`src/hdl/pfpc_pkg.sv`:
```
// ----------------------------------------------------------------------------
// pfpc_pkg
// Shared types and constants for the pixel format pack/unpack pipeline.
// ----------------------------------------------------------------------------
`default_nettype none

package pfpc_pkg;

  localparam int unsigned CfgIdxW  = 2;
  localparam int unsigned CfgDataW = 8;
  localparam int unsigned BppW     = 6;
  localparam int unsigned MaskW    = 6;

  // configuration register indexes
  localparam logic [CfgIdxW-1:0] CFG_BPP   = 2'd0;
  localparam logic [CfgIdxW-1:0] CFG_FLAGS = 2'd1;
  localparam logic [CfgIdxW-1:0] CFG_PAL   = 2'd2;

  localparam logic [BppW-1:0] BPP_RESET  = 6'd32;
  localparam logic [BppW-1:0] BPP_FOUR   = 6'd32;
  localparam logic [BppW-1:0] BPP_SIXTEEN = 6'd16;
  localparam logic [7:0]      FLAGS_RESET = 8'h01;

  // configuration flag bit positions
  localparam int unsigned FlagRgb   = 0;
  localparam int unsigned FlagHalf  = 1;
  localparam int unsigned FlagTile  = 6;
  localparam int unsigned FlagAonly = 7;

  // direction of a request
  localparam logic OP_UNPACK = 1'b0;
  localparam logic OP_PACK   = 1'b1;

  // write masks per layout
  localparam logic [MaskW-1:0] MASK_FOUR    = 6'h0F;
  localparam logic [MaskW-1:0] MASK_TILE    = 6'h33;
  localparam logic [MaskW-1:0] MASK_SIXTEEN = 6'h03;
  localparam logic [MaskW-1:0] MASK_AONLY   = 6'h01;
  localparam logic [MaskW-1:0] MASK_RGB24   = 6'h07;
  localparam logic [MaskW-1:0] MASK_NONE    = 6'h00;

  typedef enum logic [3:0] {
    LAY_FOUR    = 4'b0001,
    LAY_SIXTEEN = 4'b0010,
    LAY_AONLY   = 4'b0100,
    LAY_RGB24   = 4'b1000
  } layout_e;

  typedef struct packed {
    logic    op;
    layout_e layout;
    logic    rgb;
    logic    half;
    logic    tile;
  } ctrl_t;

  typedef struct packed {
    logic [7:0] byte0;
    logic [7:0] byte1;
    logic [7:0] byte2;
    logic [7:0] byte3;
    logic [7:0] far0;
    logic [7:0] far1;
    logic [7:0] red;
    logic [7:0] green;
    logic [7:0] blue;
    logic [7:0] alpha;
  } pix_t;

  typedef struct packed {
    logic [7:0]       red;
    logic [7:0]       green;
    logic [7:0]       blue;
    logic [7:0]       alpha;
    logic [7:0]       ob0;
    logic [7:0]       ob1;
    logic [7:0]       ob2;
    logic [7:0]       ob3;
    logic [7:0]       far0;
    logic [7:0]       far1;
    logic [MaskW-1:0] mask;
  } res_t;

endpackage

`default_nettype wire

```
`src/hdl/pixel_format_pack_unpack.sv`:
```
// ----------------------------------------------------------------------------
// pixel_format_pack_unpack
// Converts one pixel between stored bytes and 8-bit RGBA, per configured
// layout.
//
//   channel   ports                             handshake
//   -------   -------------------------------   ---------------------------
//   config    cfg_we_i, cfg_idx_i, cfg_wdata_i  write when cfg_we_i high
//   request   op_i, in_*_i, *_in_i               start_i high, busy_o low
//   result    *_out_o, out_*_o, write_mask_o     done_o high for one cycle
//
// Three register stages (decode, route, alpha scale) lie between a taken request
// and its result. One request per cycle, busy_o stays low.
// Reset sets the registers to depth 32, RGB order, no palette and empties
// the pipeline. The receiver cannot stall, so nothing is ever held back.
// ----------------------------------------------------------------------------
`default_nettype none

module pixel_format_pack_unpack (
  input  wire logic                          clk_i,
  input  wire logic                          rst_ni,
  input  wire logic                          cfg_we_i,
  input  wire logic [pfpc_pkg::CfgIdxW-1:0]  cfg_idx_i,
  input  wire logic [pfpc_pkg::CfgDataW-1:0] cfg_wdata_i,
  input  wire logic                          start_i,
  output logic                               busy_o,
  input  wire logic                          op_i,
  input  wire logic [7:0]                    in_byte0_i,
  input  wire logic [7:0]                    in_byte1_i,
  input  wire logic [7:0]                    in_byte2_i,
  input  wire logic [7:0]                    in_byte3_i,
  input  wire logic [7:0]                    in_far0_i,
  input  wire logic [7:0]                    in_far1_i,
  input  wire logic [7:0]                    red_in_i,
  input  wire logic [7:0]                    green_in_i,
  input  wire logic [7:0]                    blue_in_i,
  input  wire logic [7:0]                    alpha_in_i,
  output logic                               done_o,
  output logic [7:0]                         red_out_o,
  output logic [7:0]                         green_out_o,
  output logic [7:0]                         blue_out_o,
  output logic [7:0]                         alpha_out_o,
  output logic [7:0]                         out_byte0_o,
  output logic [7:0]                         out_byte1_o,
  output logic [7:0]                         out_byte2_o,
  output logic [7:0]                         out_byte3_o,
  output logic [7:0]                         out_far0_o,
  output logic [7:0]                         out_far1_o,
  output logic [pfpc_pkg::MaskW-1:0]         write_mask_o
);

  pfpc_pkg::pix_t  pix_in;
  pfpc_pkg::pix_t  pix_s1;
  pfpc_pkg::ctrl_t ctrl_s1;
  pfpc_pkg::res_t  res_s2;
  pfpc_pkg::res_t  res_s3;
  logic            accept;
  logic            valid_s1;
  logic            valid_s2;
  logic            expand_s2;
  logic            valid_s3;

  assign busy_o = 1'b0;
  assign accept = start_i && !busy_o;

  always_comb begin
    pix_in.byte0 = in_byte0_i;
    pix_in.byte1 = in_byte1_i;
    pix_in.byte2 = in_byte2_i;
    pix_in.byte3 = in_byte3_i;
    pix_in.far0  = in_far0_i;
    pix_in.far1  = in_far1_i;
    pix_in.red   = red_in_i;
    pix_in.green = green_in_i;
    pix_in.blue  = blue_in_i;
    pix_in.alpha = alpha_in_i;
  end

  pfpc_decode u_decode (
    .clk_i       (clk_i),
    .rst_ni      (rst_ni),
    .cfg_we_i    (cfg_we_i),
    .cfg_idx_i   (cfg_idx_i),
    .cfg_wdata_i (cfg_wdata_i),
    .valid_i     (accept),
    .op_i        (op_i),
    .pix_i       (pix_in),
    .valid_o     (valid_s1),
    .ctrl_o      (ctrl_s1),
    .pix_o       (pix_s1)
  );

  pfpc_convert u_convert (
    .clk_i    (clk_i),
    .rst_ni   (rst_ni),
    .valid_i  (valid_s1),
    .ctrl_i   (ctrl_s1),
    .pix_i    (pix_s1),
    .valid_o  (valid_s2),
    .expand_o (expand_s2),
    .res_o    (res_s2)
  );

  pfpc_finish u_finish (
    .clk_i    (clk_i),
    .rst_ni   (rst_ni),
    .valid_i  (valid_s2),
    .expand_i (expand_s2),
    .res_i    (res_s2),
    .valid_o  (valid_s3),
    .res_o    (res_s3)
  );

  assign done_o       = valid_s3;
  assign red_out_o    = res_s3.red;
  assign green_out_o  = res_s3.green;
  assign blue_out_o   = res_s3.blue;
  assign alpha_out_o  = res_s3.alpha;
  assign out_byte0_o  = res_s3.ob0;
  assign out_byte1_o  = res_s3.ob1;
  assign out_byte2_o  = res_s3.ob2;
  assign out_byte3_o  = res_s3.ob3;
  assign out_far0_o   = res_s3.far0;
  assign out_far1_o   = res_s3.far1;
  assign write_mask_o = res_s3.mask;

endmodule

`default_nettype wire

```
`src/hdl/pfpc_decode.sv`:
```
// ----------------------------------------------------------------------------
// pfpc_decode
// Configuration registers and first stage: layout decode and input capture.
// ----------------------------------------------------------------------------
`default_nettype none

module pfpc_decode (
  input  wire logic                           clk_i,
  input  wire logic                           rst_ni,
  input  wire logic                           cfg_we_i,
  input  wire logic [pfpc_pkg::CfgIdxW-1:0]   cfg_idx_i,
  input  wire logic [pfpc_pkg::CfgDataW-1:0]  cfg_wdata_i,
  input  wire logic                           valid_i,
  input  wire logic                           op_i,
  input  wire pfpc_pkg::pix_t                 pix_i,
  output logic                                valid_o,
  output pfpc_pkg::ctrl_t                     ctrl_o,
  output pfpc_pkg::pix_t                      pix_o
);

  logic [pfpc_pkg::BppW-1:0] bpp_q;
  logic [7:0]                flags_q;
  logic                      pal_q;

  always_ff @(posedge clk_i or negedge rst_ni) begin
    if (!rst_ni) begin
      bpp_q   <= pfpc_pkg::BPP_RESET;
      flags_q <= pfpc_pkg::FLAGS_RESET;
      pal_q   <= 1'b0;
    end else if (cfg_we_i) begin
      unique case (cfg_idx_i)
        pfpc_pkg::CFG_BPP:   bpp_q   <= cfg_wdata_i[pfpc_pkg::BppW-1:0];
        pfpc_pkg::CFG_FLAGS: flags_q <= cfg_wdata_i;
        pfpc_pkg::CFG_PAL:   pal_q   <= cfg_wdata_i[0];
        default: ;
      endcase
    end
  end

  pfpc_pkg::ctrl_t ctrl_d;

  always_comb begin
    ctrl_d.op   = op_i;
    ctrl_d.rgb  = flags_q[pfpc_pkg::FlagRgb];
    ctrl_d.half = flags_q[pfpc_pkg::FlagHalf];
    ctrl_d.tile = flags_q[pfpc_pkg::FlagTile];
    priority if (bpp_q == pfpc_pkg::BPP_FOUR || pal_q) begin
      ctrl_d.layout = pfpc_pkg::LAY_FOUR;
    end else if (bpp_q == pfpc_pkg::BPP_SIXTEEN) begin
      ctrl_d.layout = pfpc_pkg::LAY_SIXTEEN;
    end else if (flags_q[pfpc_pkg::FlagAonly] && flags_q[pfpc_pkg::FlagTile]) begin
      ctrl_d.layout = pfpc_pkg::LAY_AONLY;
    end else begin
      ctrl_d.layout = pfpc_pkg::LAY_RGB24;
    end
  end

  logic            valid_q;
  pfpc_pkg::ctrl_t ctrl_q;
  pfpc_pkg::pix_t  pix_q;

  always_ff @(posedge clk_i or negedge rst_ni) begin
    if (!rst_ni) begin
      valid_q <= 1'b0;
    end else begin
      valid_q <= valid_i;
    end
  end

  always_ff @(posedge clk_i) begin
    if (valid_i) begin
      ctrl_q <= ctrl_d;
      pix_q  <= pix_i;
    end
  end

  assign valid_o = valid_q;
  assign ctrl_o  = ctrl_q;
  assign pix_o   = pix_q;

endmodule

`default_nettype wire

```
`src/hdl/pfpc_convert.sv`:
```
// ----------------------------------------------------------------------------
// pfpc_convert
// Second stage: channel and byte routing for the selected layout.
// ----------------------------------------------------------------------------
`default_nettype none

module pfpc_convert (
  input  wire logic            clk_i,
  input  wire logic            rst_ni,
  input  wire logic            valid_i,
  input  wire pfpc_pkg::ctrl_t ctrl_i,
  input  wire pfpc_pkg::pix_t  pix_i,
  output logic                 valid_o,
  output logic                 expand_o,
  output pfpc_pkg::res_t       res_o
);

  pfpc_pkg::res_t res_d;
  logic           expand_d;
  logic [8:0]     half_sum;
  logic [7:0]     pa;
  logic [7:0]     hic;
  logic [7:0]     loc;
  logic [15:0]    word;

  always_comb begin
    half_sum = {1'b0, pix_i.alpha} + 9'd1;
    pa       = ctrl_i.half ? half_sum[8:1] : pix_i.alpha;
    hic      = ctrl_i.rgb ? pix_i.blue : pix_i.red;
    loc      = ctrl_i.rgb ? pix_i.red : pix_i.blue;
    word     = {pix_i.byte1, pix_i.byte0};
    res_d    = '0;
    expand_d = 1'b0;
    if (ctrl_i.op == pfpc_pkg::OP_UNPACK) begin
      unique case (ctrl_i.layout)
        pfpc_pkg::LAY_FOUR: begin
          expand_d = ctrl_i.half;
          priority if (ctrl_i.rgb) begin
            res_d.red   = pix_i.byte0;
            res_d.green = pix_i.byte1;
            res_d.blue  = pix_i.byte2;
            res_d.alpha = pix_i.byte3;
          end else if (ctrl_i.tile) begin
            res_d.alpha = pix_i.byte0;
            res_d.red   = pix_i.byte1;
            res_d.green = pix_i.far0;
            res_d.blue  = pix_i.far1;
          end else begin
            res_d.blue  = pix_i.byte0;
            res_d.green = pix_i.byte1;
            res_d.red   = pix_i.byte2;
            res_d.alpha = pix_i.byte3;
          end
        end
        pfpc_pkg::LAY_SIXTEEN: begin
          res_d.alpha = {8{word[15]}};
          res_d.green = {word[9:5], 3'b000};
          if (ctrl_i.rgb) begin
            res_d.blue = {word[14:10], 3'b000};
            res_d.red  = {word[4:0], 3'b000};
          end else begin
            res_d.red  = {word[14:10], 3'b000};
            res_d.blue = {word[4:0], 3'b000};
          end
        end
        pfpc_pkg::LAY_AONLY: begin
          res_d.red   = 8'hFF;
          res_d.green = 8'hFF;
          res_d.blue  = 8'hFF;
          res_d.alpha = pix_i.byte0;
        end
        default: begin
          res_d.alpha = 8'hFF;
          res_d.green = pix_i.byte1;
          if (ctrl_i.rgb) begin
            res_d.red  = pix_i.byte0;
            res_d.blue = pix_i.byte2;
          end else begin
            res_d.blue = pix_i.byte0;
            res_d.red  = pix_i.byte2;
          end
        end
      endcase
    end else begin
      unique case (ctrl_i.layout)
        pfpc_pkg::LAY_FOUR: begin
          priority if (ctrl_i.rgb) begin
            res_d.ob0  = pix_i.red;
            res_d.ob1  = pix_i.green;
            res_d.ob2  = pix_i.blue;
            res_d.ob3  = pa;
            res_d.mask = pfpc_pkg::MASK_FOUR;
          end else if (ctrl_i.tile) begin
            res_d.ob0  = pa;
            res_d.ob1  = pix_i.red;
            res_d.far0 = pix_i.green;
            res_d.far1 = pix_i.blue;
            res_d.mask = pfpc_pkg::MASK_TILE;
          end else begin
            res_d.ob0  = pix_i.blue;
            res_d.ob1  = pix_i.green;
            res_d.ob2  = pix_i.red;
            res_d.ob3  = pa;
            res_d.mask = pfpc_pkg::MASK_FOUR;
          end
        end
        pfpc_pkg::LAY_SIXTEEN: begin
          // 1-5-5-5 word, low byte first
          res_d.ob0  = {pix_i.green[5:3], loc[7:3]};
          res_d.ob1  = {pix_i.alpha[7], hic[7:3], pix_i.green[7:6]};
          res_d.mask = pfpc_pkg::MASK_SIXTEEN;
        end
        pfpc_pkg::LAY_AONLY: begin
          res_d.ob0  = pix_i.alpha;
          res_d.mask = pfpc_pkg::MASK_AONLY;
        end
        default: begin
          res_d.ob1  = pix_i.green;
          res_d.ob0  = ctrl_i.rgb ? pix_i.red : pix_i.blue;
          res_d.ob2  = ctrl_i.rgb ? pix_i.blue : pix_i.red;
          res_d.mask = pfpc_pkg::MASK_RGB24;
        end
      endcase
    end
  end

  logic           valid_q;
  logic           expand_q;
  pfpc_pkg::res_t res_q;

  always_ff @(posedge clk_i or negedge rst_ni) begin
    if (!rst_ni) begin
      valid_q <= 1'b0;
    end else begin
      valid_q <= valid_i;
    end
  end

  always_ff @(posedge clk_i) begin
    if (valid_i) begin
      expand_q <= expand_d;
      res_q    <= res_d;
    end
  end

  assign valid_o  = valid_q;
  assign expand_o = expand_q;
  assign res_o    = res_q;

endmodule

`default_nettype wire

```
`src/hdl/pfpc_finish.sv`:
```
// ----------------------------------------------------------------------------
// pfpc_finish
// Third stage: halved alpha expansion and the output register.
// ----------------------------------------------------------------------------
`default_nettype none

module pfpc_finish (
  input  wire logic           clk_i,
  input  wire logic           rst_ni,
  input  wire logic           valid_i,
  input  wire logic           expand_i,
  input  wire pfpc_pkg::res_t res_i,
  output logic                valid_o,
  output pfpc_pkg::res_t      res_o
);

  pfpc_pkg::res_t res_d;
  logic [15:0]    scaled;

  // a*255 = (a<<8) - a, then >>7 and keep the low byte
  always_comb begin
    scaled = {res_i.alpha, 8'h00} - {8'h00, res_i.alpha};
    res_d  = res_i;
    if (expand_i) begin
      res_d.alpha = scaled[14:7];
    end
  end

  logic           valid_q;
  pfpc_pkg::res_t res_q;

  always_ff @(posedge clk_i or negedge rst_ni) begin
    if (!rst_ni) begin
      valid_q <= 1'b0;
    end else begin
      valid_q <= valid_i;
    end
  end

  always_ff @(posedge clk_i) begin
    if (valid_i) begin
      res_q <= res_d;
    end
  end

  assign valid_o = valid_q;
  assign res_o   = res_q;

endmodule

`default_nettype wire

```
`config.mk`:
```
export PLATFORM = sky130hd
export DESIGN_NAME = pixel_format_pack_unpack
export DESIGN_NICKNAME = d
export VERILOG_FILES = /design/src/hdl/pfpc_pkg.sv /design/src/hdl/pixel_format_pack_unpack.sv /design/src/hdl/pfpc_decode.sv /design/src/hdl/pfpc_convert.sv /design/src/hdl/pfpc_finish.sv
export SDC_FILE = /design/constraint.sdc
export NUM_CORES = 1
export LEC_CHECK = 0
export ABC_AREA = 1
export BUFFER_PORTS_ARGS = -buffer_cell sky130_fd_sc_hd__buf_4
export CAP_MARGIN = 40
export CORE_AREA = 2 2 170 172
export CTS_BUF_LIST = sky130_fd_sc_hd__clkbuf_16
export DETAILED_ROUTE_END_ITERATION = 10
export DIE_AREA = 0 0 172 174
export SYNTH_ARGS = -nofsm -noshare
export SYNTH_HDL_FRONTEND = slang
export SYNTH_SLANG_ARGS = --single-unit
```
`constraint.sdc`:
```
create_clock -name clk_i -period 2.7 [get_ports clk_i]
set_input_delay 0.54 -clock clk_i [delete_from_list [all_inputs] [get_ports clk_i]]
set_output_delay 0.54 -clock clk_i [all_outputs]
set_load 0.01 [all_outputs]
```
==> impl_results.md, run 1 <==
* DIE WIDTH at 172 um
* Crit path cell chain: nor2_4 -> nand3_4 -> inv_2 -> nand2_2 -> nand2_4 -> nand2_2 -> o22ai_1
* Setup Skew at between 20 and 30 ps
* CTS root buf: clkbuf_16
* Cell mode on critical path: nand2_2
* Rows at between 60 and 70
* Worst path top cell family by delay: simple AND/OR/NAND/NOR gates
* Most frequent cells in the layout: edfxtp_1 (259), buf_4 (191), nand2_1 (168), inv_1 (82), nor2_1 (78)
* Critical path arrival at around 2500 ps
* Number of buffers added on ports at 181
* Final setup fails at 0
* I/O pins at approximately 180
* FILL cells at between 2k and 3k
* Starting Density at about two fifths
* Number of global-route vias before repair at 7118
* DR vias at approximately 7.4k
* RSZ-0062 raised after global routing: no
* Fin. Hold Viols at 0
* First-pass GRT wire length at between 40 and 50 mm
* Length of the first detailed-routing pass in iterations at 5
* Max FO, Critical Path at 16
* Layout Nets at ~1.2k
* Initial antenna violation count at 0
* Leakage at approximately 5.6 nW
* Relative slew margins at between 50 and 60%
* Synth top area cells: edfxtp_1 (71%), nand2_1 (5.7%), o21ai_0 (3.1%), a21oi_1 (3.0%), dfrtp_1 (2.7%)
* CP Class: reg2reg
* Syn avg cell area at roughly 13 sq um
* Clock sink total at about 270
* Worst-Margin Slew at just over 600 ps
* Worst Path Required at 3090 ps
* Syn Inst Count at roughly 880
* Worst vdd ir at between 400 and 500 uV
* Post-CTS setup buffers at 0
* Vias per cell at between 5 and 6
* Total grt overflow at 0
* Crit path launch type: register
* Core Region at 0.02824 sq mm
* Crit. End Element: register
* Pwr Density at 750.8 mW/mm^2
* Top cell type by total area after synthesis: edfxtp_1
* Number of H-tree levels at 1
* Clk pin slew, worst setup/hold paths at approximately 70 ps
* Slowest CP cell: edfxtp_1
* Area Growth Syn to Fin at 24.84%
* F_max at between 0.4 and 0.5 GHz
* Net Count, Synth at 977
* Min-Delay Path Class: in2reg
* Status: finished, final reports clean
* Yosys top cell area share at 70.56%
* CTS tree: built
* Max-cap violations at 0
* Setup TNS at 0 ps
* CTS Buffer Depth at 3
* Drt total wl at approximately 27 mm
* Quantity of gates resized following cts at 0
* Layout Utilization at between 40% and 50%
* Most common cell after layout, fill and taps aside: edfxtp_1
* Register area share after synthesis at 73.76%
* Detailed placement HPWL at between 15 and 20 mm
* ANT cells at 0
* DRT antenna net count at 0
* Slew Viols, Final at 0
* Remaining DRCs at 0
* Num CTS Buffers at 29
* Register bit total from synthesis at 273
* Largest net degree at the start of global routing at 90
* All-Layer GR Usage at 18.15%
* Critical path's largest stage delay at ~460 ps
* Hold_buf cts at 1
* Post-Syn Area at around 0.011 sq mm
* Clock latency on the worst-skew pair at between 500 and 600 ps
* Synthesis warning total at 0
* Die H at ~170 um
* Crit path buf inv count at 1
* 1st-iter DRT viols at a little under 800
* Share of layout cells above drive strength 1 at around 25%
* Post-layout minimum cycle time at between 2000 and 2500 ps
* Period utilization at around 77%
* Wire length per cell at roughly 19 um
* Post-synth cell types at a little over 40
* Placer Congestion at 0.8731
* Die area at 0.02993 sq mm
-- synthesized netlist by cell type --
master    number
ha_1           1
a22oi_1        3
edfxtp_1     259
o31ai_1        2
o21bai_1       2
a211oi_1       4
dfstp_2        2
conb_1         1
clkbuf_1      13
o21ai_0       69
nand3_2        1
buf_1          2
nor2_8         1
nor3_2         1
a21oi_1       66
nand2_2        4
dfrtp_1       12
buf_4          8
inv_2         12
a211oi_2       3
xor2_1         1
nor3_1         2
a41oi_1        8
nand2_4        1
nand3_1       15
mux2_2         5
nor4_1         1
a31oi_1       12
buf_2         11
o21a_1         3
o22ai_1       17
inv_1         71
nor2_4         2
nor2_2         2
o21ai_1       10
nand2_1      168
or2_0          1
nand3_4        2
nor2_1        78
buf_6          1
o211ai_1       4
-- routing by layer --
metal / global-route usage (%) / share of wire (%)
met5: 0 / 0
met4: 5.287 / 2.5
met3: 2.527 / 7.9
met2: 26.41 / 44
met1: 28.31 / 46
-- cell type report --
cell class	instances	area (sq um)	area share (%)
Multi-Input combinational cell	490	2399	17.43
Clock inverter	23	202.7	1.473
Sequential cell	273	8138	59.14
Timing Repair Buffer	195	1504	10.93
Tap cell	384	480.5	3.492
Inverter	83	311.5	2.264
Clock buffer	29	725.7	5.274
-- sequential cells by signal (all words and copies together), names as in the netlist --
name,cells
u_decode.pal_q,1
u_convert.valid_o,1
u_finish.valid_o,1
u_decode.flags_q,4
u_finish.res_o,85
u_decode.bpp_q,6
u_decode.pix_o,80
u_decode.ctrl_o,8
u_convert.expand_o,1
u_decode.valid_o,1
u_convert.res_o,85
-- final timing paths --
| kind | start | endpoint | slack, ps | cells after the start |
|---|---|---|---|---|
| worst max-delay path | u_decode.ctrl_o[5] | u_convert.res_o[38] | 630 | 7 |
| worst min-delay path | blue_in_i[6] | u_decode.pix_o[14] | 170 | 1 |
| worst max register to register | u_decode.ctrl_o[5] | u_convert.res_o[38] | 630 | 7 |
| worst min register to register | u_convert.res_o[81] | u_finish.res_o[81] | 410 | 0 |
| max in group asynchronous | rst_ni | u_decode.flags_q[0] | 2070 | 2 |
| min in group asynchronous | rst_ni | u_decode.flags_q[7] | 390 | 2 |
-- power breakdown --
part           switching [mW]  total [mW]  internal, mW
sequential              0.227        5.30          5.07
clock                    1.57        3.88          2.31
combinational           0.704        1.15         0.449
total                    2.50        10.3          7.83
-- through the flow --
| step | instance area (sq um) | hold WS (ps) | cells | worst slack, ps | total power [mW] |
|---|---|---|---|---|---|
| finish | 13760 | 174.9 | 1477 | 630.5 | 10.33 |
| global route | 13760 | 149.6 | 1477 | 511.8 | 10.75 |
| CTS | 13760 | 149.1 | 1477 | 644.2 | 10.42 |
| detailed placement | 12820 | 401.0 | 1424 | 662.1 | 6.529 |
| global placement | 12820 | 399.0 | 1424 | 726.5 | 6.514 |
| floorplan | 11020 | 244.4 | 881 | 210.6 | 5.960 |
-- logic make-up (layout without fill, tap and decap cells) --
kind of cell / after synthesis / after routing / synth area share, %
AOI/OAI and AO/OA: 203 / 203 / 10.43
xor gates and xnor gates: 1 / 1 / 0.07947
adders and majority gates: 1 / 1 / 0.1135
buffers and inverters: 118 / 330 / 4.484
DFF: 273 / 273 / 73.76
muxes: 5 / 5 / 0.5107
other: 1 / 1 / 0.03402
and+or+nand+nor: 279 / 279 / 10.59
(Power assumes the default switching activity.)
==> inputs of run 2 (changes only) <==
- ABC_AREA: 1 -> 0
- CORE_AREA: 2 2 170 172 -> 2 2 168 170
- DIE_AREA: 0 0 172 174 -> 0 0 170 172
- clock period: 2.7 -> 2.15 ns (I/O delays scaled with it)
==> impl_results.md, run 2 <==
* Number of global-route vias before repair at 6797 (-4.5%)
* Setup TNS at 0 ps (unchanged)
* Number of H-tree levels at 1 (unchanged)
* Slew Viols, Final at 0 (unchanged)
* Dpl cells at 1261 (-11%)
* Final WS setup at 64.64 ps (-565.9 ps)
* F_max at 0.4795 GHz (-0.76%)
* Layout Nets at 1043 (-11%)
* Fin cells at 1315 (-11%)
* Clk pin slew, worst setup/hold paths at 60 ps (about the same)
* Synth top area cells: edfxtp_1 (71%), dfrtp_1 (2.8%), nand2_1 (2.2%), mux2i_1 (1.9%), a21oi_1 (1.7%)
* Detailed placement HPWL at 18.21 mm (-2.9%)
* I/O pins at 183 (unchanged)
* Register area share after synthesis at 74.69% (+0.93 points)
* Die area at 0.02924 sq mm (-2.3%)
* Cell mode on critical path: or4_4
* Pre-CTS WS at -4.906 ps (-667.0 ps)
* Max FO, Critical Path at 6 (-10)
* Post-synth EDFFs at 259 (unchanged)
* Crit path launch type: register
* DIE WIDTH at 170 um (-1.2%)
* Largest net degree at the start of global routing at 58 (-36%)
* Yosys top cell area share at 71.45% (+0.89 points)
* Critical path's largest stage delay at 540 ps (+80 ps)
* Power Total at 12.53 mW (+21%)
* Final setup fails at 0 (unchanged)
* Number of buffers added on ports at 181 (unchanged)
* Worst vdd ir at 522.1 uV (+18%)
* Post-synth top cells: edfxtp_1 (259), nand2_1 (63), nor2_1 (47)
* Syn Inst Count at 725 (-18%)
* Post-synth top flop: edfxtp_1
* Relative slew margins at 51.36% (-7.9 points)
* Core Region at 0.02748 sq mm (-2.7%)
* Post-synth cell types at 69 (+68%)
* Wire length per cell at 19.84 um (+6.9%)
* CTS tree: built
* Initial antenna violation count at 0 (unchanged)
* Post-route cell area at 0.01382 sq mm (+0.41%)
* Max-cap violations at 0 (unchanged)
* Die H at 172 um (-1.1%)
* Sw frac at 24.56% (+0.37 points)
* Starting Density at 39.62% (+0.58 points)
* Crit path cell chain: or4_4 -> or4_4 -> or2_4 -> a31o_1
* Worst-Margin Slew at 726.9 ps (+116.4 ps)
* Most frequent cells in the layout: edfxtp_1 (259), buf_4 (226), nand2_1 (63), nor2_1 (47), a21oi_1 (38)
* NetSw at 3.079 mW (+23%)
* Worst path top cell family by delay: simple AND/OR/NAND/NOR gates
* CTS root buf: clkbuf_16
* Most frequent cell after synthesis: edfxtp_1
* Drt total wl at 26.09 mm (-4.8%)
* Register bit total from synthesis at 273 (unchanged)
* Fin. Hold Viols at 0 (unchanged)
* Crit. End Element: register
* All-Layer GR Usage at 17.62% (-0.54 points)
* Num CTS Buffers at 28 (-3.4%)
* DR vias at 6920 (-6.5%)
* Leakage at 5.313 nW (-4.8%)
* Net Count, Synth at 821 (-16%)
* Critical path arrival at 2380 ps (-80 ps)
* Length of the first detailed-routing pass in iterations at 5 (unchanged)
* Top cell type by total area after synthesis: edfxtp_1
* Remaining DRCs at 0 (unchanged)
* Synth async-reset ratio at 5.128% (unchanged)
* Internal power at 9.454 mW (+21%)
* Synthesis warning total at 0 (unchanged)
* Clock sink total at 273 (unchanged)
* CP Class: reg2reg
* Min-Delay Path Class: in2reg
* Placer Congestion at 0.8357 (-4.3%)
* Total grt overflow at 0 (unchanged)
* Crit path buf inv count at 0 (-1)
* Layout Utilization at 50.29% (+1.6 points)
* Status: finished, final reports clean
* Post-layout minimum cycle time at 2085 ps (+15.88 ps)
* Rows at 61 (-1.6%)
* Pwr Density at 907.0 mW/mm^2 (+21%)
* Share of layout cells above drive strength 1 at 30.86% (+6.2 points)
* DRT antenna net count at 0 (unchanged)
* Worst Path Required at 2450 ps (-640 ps)
* Worst hold slack at 51.76 ps (-123.1 ps)
* Most common cell after layout, fill and taps aside: edfxtp_1
* Vias per cell at 5.262 (+5.0%)
* Period utilization at 96.99% (+20 points)
* First-pass GRT wire length at 39.05 mm (-5.2%)
* Syn avg cell area at 15.01 sq um (+20%)
* Post-Syn Area at 0.01089 sq mm (-1.2%)
* ANT cells at 0 (unchanged)
* Area Growth Syn to Fin at 26.93%
* Area post-placement at 0.01296 sq mm (+1.1%)
* Gate power share at 12.1% (+0.9 points)
* Power share of the clock group at 34.8% (-2.8 points)
* CTS Buffer Depth at 3 (unchanged)
* 1st-iter DRT viols at 649 (-18%)
* Setup Skew at 20.66 ps (-4.805 ps)
* Clock latency on the worst-skew pair at 550 ps (about the same)
* Slowest CP cell: or4_4
* Reg power frac at 53.1% (+1.8 points)
==> run 2: cell types whose count changed in the layout (fill, tap and decap cells not counted), sizes merged, moves of 21 or more <==
cell / change
inv: -75
and2: +22
mux2i: +21
buf: +39
nor2: -35
nand2: -109
a21oi: -28
o21ai: -51
==> run 2: routing by layer <==
layer  routed length [um]  vias up  track usage (%)
li1                     -     3265                -
met1                12110     3357            25.84
met2                11800      265            27.26
met3                 1706       33            3.159
met4                  472        0            4.608
met5                    0        -                0
==> run 2: area by class of cell <==
cell class,count,area (sq um)
fillers,2401,13660
flip-flops and latches,273,8138
multi-input cells,402,2544
repair buffers,234,1847
clock buffers,28,700.7
well taps,346,432.9
clock inverters,24,125.1
inverters,8,30.03
==> run 2: power groups by stage <==
stage / Sequential, mW / Combinational (mW) / Clock, mW
after floorplan: 6.74 / 0.711 / 0
after global placement: 6.77 / 1.49 / 0
after detailed placement: 6.77 / 1.51 / 0
after CTS: 6.66 / 1.52 / 4.46
after global routing: 6.71 / 1.66 / 4.67
final: 6.66 / 1.51 / 4.36
==> run 2: worst register-to-register path, cell delays in order, from the launching register on <==
cell,delay (ps)
edfxtp_1,380
or4_4,540
or4_4,440
or2_4,280
a31o_1,220
==> run 2: logic make-up after synthesis <==
kind of cell,share of synthesized area (%)
DFF,74.69
adders and majority gates,0.1149
muxes,3.379
and+or+nand+nor,8.816
xor gates and xnor gates,0.3219
buffers and inverters,2.023
AOI/OAI and AO/OA,10.62
other,0.03445
==> run 2: timing repair <==
item                       4_1_cts  5_1_grt
resized for setup                0        3
hold buffers                     1        0
hold endpoints to repair        14        0
setup endpoints to repair        0       15
setup buffers                    0        1
==> run 2: worst paths after layout <==
path                                            end                 from  slack [ps]  depth (start not counted)
max in group asynchronous       u_decode.flags_q[0]               rst_ni        1640                          2
worst max register to register   u_finish.res_o[55]  u_convert.res_o[57]          60                          4
worst min-delay path             u_decode.pix_o[21]        green_in_i[5]          50                          1
worst min register to register   u_finish.res_o[41]  u_convert.res_o[41]         410                          0
worst max-delay path             u_finish.res_o[55]  u_convert.res_o[57]          60                          4
min in group asynchronous         u_decode.bpp_q[1]               rst_ni         270                          2
